--- config.mk ---
export PLATFORM = sky130hd
export DESIGN_NAME = pra_regs
export DESIGN_NICKNAME = d
export VERILOG_FILES = /design/src/rtl/core/page_run_allocator_assert.svh /design/src/rtl/core/pra_pkg.sv /design/src/rtl/core/pra_regs.sv
export SDC_FILE = /design/constraint.sdc
export NUM_CORES = 1
export LEC_CHECK = 0
export BUFFER_PORTS_ARGS = -buffer_cell sky130_fd_sc_hd__buf_2
export CORE_MARGIN = 2
export CORE_UTILIZATION = 45
export DETAILED_ROUTE_END_ITERATION = 6
export GPL_ROUTABILITY_DRIVEN = 0
export GPL_TIMING_DRIVEN = 0
export HOLD_SLACK_MARGIN = 0.05
export PLACE_DENSITY = 0.85
export SLEW_MARGIN = 0
export SYNTH_ARGS = -nofsm -noshare
export SYNTH_HDL_FRONTEND = slang
export SYNTH_SLANG_ARGS = --single-unit
export TNS_END_PERCENT = 1
--- constraint.sdc ---
create_clock -name clk -period 1.1 [get_ports clk]
set_clock_uncertainty 0.05 [all_clocks]
set_input_delay 0 -clock clk [delete_from_list [all_inputs] [get_ports clk]]
set_output_delay 0 -clock clk [all_outputs]
set_load 0.05 [all_outputs]
--- src/rtl/core/page_run_allocator_assert.svh ---
// Assertion helpers used by the page run allocator RTL.
// Each macro expects clk and arst_n in the scope where it is used.
`ifndef PAGE_RUN_ALLOCATOR_ASSERT_SVH
`define PAGE_RUN_ALLOCATOR_ASSERT_SVH

// same-cycle implication
`define PRA_ASSERT_IMP(lbl, ante, cons) \
	lbl: assert property (@(posedge clk) disable iff (!arst_n) (ante) |-> (cons)) \
		else $error("page_run_allocator: same-cycle check failed");

// next-cycle implication
`define PRA_ASSERT_NEXT(lbl, ante, cons) \
	lbl: assert property (@(posedge clk) disable iff (!arst_n) (ante) |=> (cons)) \
		else $error("page_run_allocator: next-cycle check failed");

`endif

--- src/rtl/core/pra_pkg.sv ---
`default_nettype none

package pra_pkg;

	localparam int unsigned WORD_BITS = 32;
	localparam int unsigned PADDR_W   = 3;
	localparam int unsigned PDATA_W   = 32;

	localparam logic [WORD_BITS-1:0] ALL_ONES = {WORD_BITS{1'b1}};

	localparam logic [16:0] PAGES_RESET = 17'd65536;
	localparam logic [15:0] FLOOR_RESET = 16'd256;

	// register index, taken from paddr[2]
	localparam logic REG_PAGES = 1'b0;
	localparam logic REG_FLOOR = 1'b1;

	typedef enum logic [1:0] {
		OP_MARK   = 2'd0,
		OP_FREE   = 2'd1,
		OP_SEARCH = 2'd2
	} opcode_t;

	typedef struct packed {
		logic [1:0]  opcode;
		logic [15:0] first_page;
		logic [16:0] end_page;
		logic [16:0] run_length;
	} req_t;

	typedef struct packed {
		logic [15:0] start_page;
		logic        found;
	} rsp_t;

	typedef struct packed {
		logic [16:0] pages_in_use;
		logic [15:0] search_floor;
	} cfg_t;

	// per-word controls for the bitmap word evaluator
	typedef struct packed {
		logic       first_word;
		logic       last_word;
		logic [4:0] lo_bit;
		logic [4:0] hi_bit;
		logic       win_on;
		logic [2:0] win_log;
		logic [3:0] win_extra;
		logic       carry_all;
		logic       carry_none;
		logic [4:0] carry_sh;
	} scan_ctl_t;

	typedef struct packed {
		logic [WORD_BITS-1:0] range_mask;
		logic                 hit;
		logic [4:0]           hit_idx;
		logic                 all_free;
		logic [4:0]           lead_free;
	} scan_res_t;

	// index of the lowest set bit, 0 when none
	function automatic logic [4:0] low_index(input logic [WORD_BITS-1:0] v);
		logic [WORD_BITS-1:0] iso;
		logic [4:0]           idx;
		iso = v & (~v + 32'd1);
		idx = '0;
		for (int i = 0; i < WORD_BITS; i++) begin
			if (iso[i]) begin
				idx = idx | 5'(i);
			end
		end
		return idx;
	endfunction

	function automatic logic [2:0] floor_log2_6(input logic [5:0] k);
		logic [2:0] r;
		r = '0;
		for (int b = 0; b < 6; b++) begin
			if (k[b]) begin
				r = 3'(b);
			end
		end
		return r;
	endfunction

endpackage

`default_nettype wire

--- src/rtl/core/pra_regs.sv ---
`default_nettype none

module pra_regs (
	input  wire logic                         clk,
	input  wire logic                         arst_n,
	input  wire logic                         psel,
	input  wire logic                         penable,
	input  wire logic                         pwrite,
	input  wire logic [pra_pkg::PADDR_W-1:0]  paddr,
	input  wire logic [pra_pkg::PDATA_W-1:0]  pwdata,
	output logic      [pra_pkg::PDATA_W-1:0]  prdata,
	output logic                              pready,
	output pra_pkg::cfg_t                     cfg
);

	logic [16:0] pages_q;
	logic [15:0] floor_q;
	logic        wr;

	assign wr     = psel & penable & pwrite;
	assign pready = 1'b1;

	always_ff @(posedge clk or negedge arst_n) begin
		if (!arst_n) begin
			pages_q <= pra_pkg::PAGES_RESET;
			floor_q <= pra_pkg::FLOOR_RESET;
		end else if (wr) begin
			case (paddr[2])
				pra_pkg::REG_PAGES: begin
					pages_q <= pwdata[16:0];
				end
				pra_pkg::REG_FLOOR: begin
					floor_q <= pwdata[15:0];
				end
				default: begin
				end
			endcase
		end
	end

	always_comb begin
		case (paddr[2])
			pra_pkg::REG_PAGES: prdata = {15'd0, pages_q};
			pra_pkg::REG_FLOOR: prdata = {16'd0, floor_q};
			default:            prdata = '0;
		endcase
	end

	assign cfg.pages_in_use = pages_q;
	assign cfg.search_floor = floor_q;

endmodule

`default_nettype wire

==> results.yml <==
placement:
  io_buffers: 71
  dp_worst_setup_slack_ns: -0.00861
  place_inst: 238
  place_area_sq_um: 2100
  place_hpwl_um: 2300
global_routing:
  grt_use_total: 0.222
  grt_pass1_wl_um: 6780
  grt_max_degree: 34
  grt_pass1_vias: 1391
  gr-total-overflow: 0
  antenna_found_initial: 0
setup_path:
  required_ns: 1.05
  critPathSlowestCell: "dfrtp_1"
  worstSetupEndpointType: "output pin"
  r2r_slack_ns: 0.12
  cp.depth: 2
  rr_startpoint: "pages_q[12]"
  rr_endpoint: "pages_q[12]"
  cp-startpoint: "floor_q[12]"
  cp.arrival_ns: 1.23
  start_kind: "register"
  reg2reg_depth: 2
  slowest_delay_ns: 0.43
  cp_num_buf_inv: 1
  cpLargestDelayFamily: "flip-flops"
  crit_fanout: 3
  endpoint: "prdata[12]"
  path_class: "reg2out"
  crit_chain: "mux2_2 -> buf_6"
floorplan:
  die_w_um: 64.2
  fp.coreArea_sq_um: 3420
  num_io_pins: 106
  die-area_sq_um: 4120
  die_height_um: 64.2
  initial_core_util: 0.478
  std_cell_rows: 21
route:
  drt-vias-per-instance: 4.68
  drc: 0
  num_vias: 1320
  wl_um: 4530
  first_iter_violations: 17
  ant_nets: 0
  routedWlPerCell_um: 16.1
  drt_pass1_iterations: 4
clocking:
  clockBufferDepth: 2
  cts_tree: "done"
  clkTransAtPathRegs_ns: 0.10
  cts_made_buffers: 5
  clkLatencyLatePin_ns: 0.34
  htreeDepth: 2
  root_buffer: "clkbuf_4"
  clkSinkCount: 33
sta:
  max_freq_mhz: 782
  finalSetupViolations: 22
  drv_slew: 0
  tightest_slew_ns: 0.730
  hold_viol: 0
  fin_crit_sh: 1.16
  worst_slack_ns: -0.179
  slew_headroom: 0.513
  min_period_ns: 1.28
  rsz0062_at_grt: "yes"
power:
  power_density_nw_per_um2: 2160
  p_leak_nw: 1.39
  p_total_mw: 5.82
  irDropWorstVdd_mv: 1.69
synth:
  netlist_area_sq_um: 1630
  netlist_instances: 107
  ys_top_cells_by_area: "dfrtp_1 48%, mux2_2 27%, mux2_4 9.2%"
  yosysTopAreaCellShare: 0.475
  synth.distinct_cells: 11
  syn_area_per_cell_sq_um: 15.2
  synth_top_cell_by_area: "dfrtp_1"
  yosys_warnings: 0
  yosysSeqAreaShare: 0.508
  synth_seq_cells: 33
outcome:
  outcome: "finished, violations left"
  violations: "negative setup slack"
final_layout:
  finalNetCount: 275
  drive_gt1_frac: 0.712
  finalNonFillerCells: 282
  final_util: 0.790
  diodes: 0
  stdcell_area_sq_um: 2700
  area_growth_pct: 65.4
run:
  drv_cap: 0
worst_hold_path:
  holdCritPathClass: "in2reg"
[Yosys cell counts]
master     n
buf_2      1
mux2_4    10
buf_6      2
mux2_2    39
dfstp_2    2
nand4b_4   1
dfrtp_1   31
buf_4     17
nor2b_1    1
nand4_4    1
conb_1     2
[kinds of logic (layout without fill, tap and decap cells)]
kind of cell	Yosys count	in the layout	share of synthesized area
multiplexers	49	49	0.361
flip-flops	33	33	0.508
buffers and inverters	20	135	0.0951
AND/OR/NAND/NOR	3	3	0.0314
other	2	16	0.00460
[how the worst min path moves through the flow]
stage / slack (ns) / end / depth (start not counted) / startpoint
2_1_floorplan: -0.35 / floor_q[0] / 0 / arst_n
3_3_place_gp: 0.04 / floor_q[6] / 1 / arst_n
3_5_place_dp: 0.04 / floor_q[6] / 1 / arst_n
4_1_cts: 0.08 / pages_q[15] / 3 / penable
5_1_grt: 0.07 / pages_q[10] / 3 / penable
6_report: 0.09 / pages_q[12] / 3 / penable
[repair_timing]
action | CTS | global route
buffers inserted | 14 | 2
setup endpoints to repair | 19 | 42
hold buffers | 20 | 0
hold endpoints to repair | 64 | 0
gates resized for setup | 62 | 12
[flip-flops by register name, summed over array words and instances (netlist names)]
signal and cells:
pages_q 17, floor_q 16
[routing by layer]
metal  track usage  routed length (um)  vias up  part of all wire
li1              -                   -      601                 -
met1         0.243                1780      636              0.39
met2         0.384                2260       71              0.50
met3        0.0880                 386       12             0.085
met4        0.0851                  98        0             0.022
met5             0                   0        -                 0
[per-stage QoR]
step,TNS (ns),hold slack (ns)
after detailed placement,-0.0409,0.0450
final,-2.57,0.0938
after floorplan,-0.00970,-0.346
after global routing,-3.97,0.0747
after global placement,-0.0410,0.0401
after CTS,-2.68,0.0795
[worst register-to-register path, delay by kind of cell, from the launching register on]
family | cells | cell delay (ns)
DFF | 1 | 0.42
muxes | 1 | 0.25
buffers and inverters | 1 | 0.16
[placed cells by master (no fill, tap or decap)]
cell            count
buf_8               1
mux2_4             10
dlygate4sd3_1      19
mux2_2             39
clkbuf_1            1
nor2b_4             1
nand4b_4            1
dlymetal6s4s_1      1
buf_6              34
buf_2              35
clkinv_2            2
dfstp_2             2
buf_4              34
clkbuf_4            8
conb_1             16
nand4_4             1
dfrtp_1            31
[report_power, final]
group | internal (mW) | total (mW) | switching (mW)
logic | 1.29 | 3.46 | 2.16
registers | 1.49 | 1.69 | 0.195
clock network | 0.243 | 0.679 | 0.436
[layout make-up]
class | instances | area [sq um]
sequential | 33 | 828
multi-input combinational | 68 | 708
tap | 46 | 57.6
clock inverter | 2 | 10.0
timing repair buffer | 107 | 898
buffer | 20 | 155
clock buffer | 6 | 41.3
fill | 204 | 717
(Power assumes the default switching activity.)
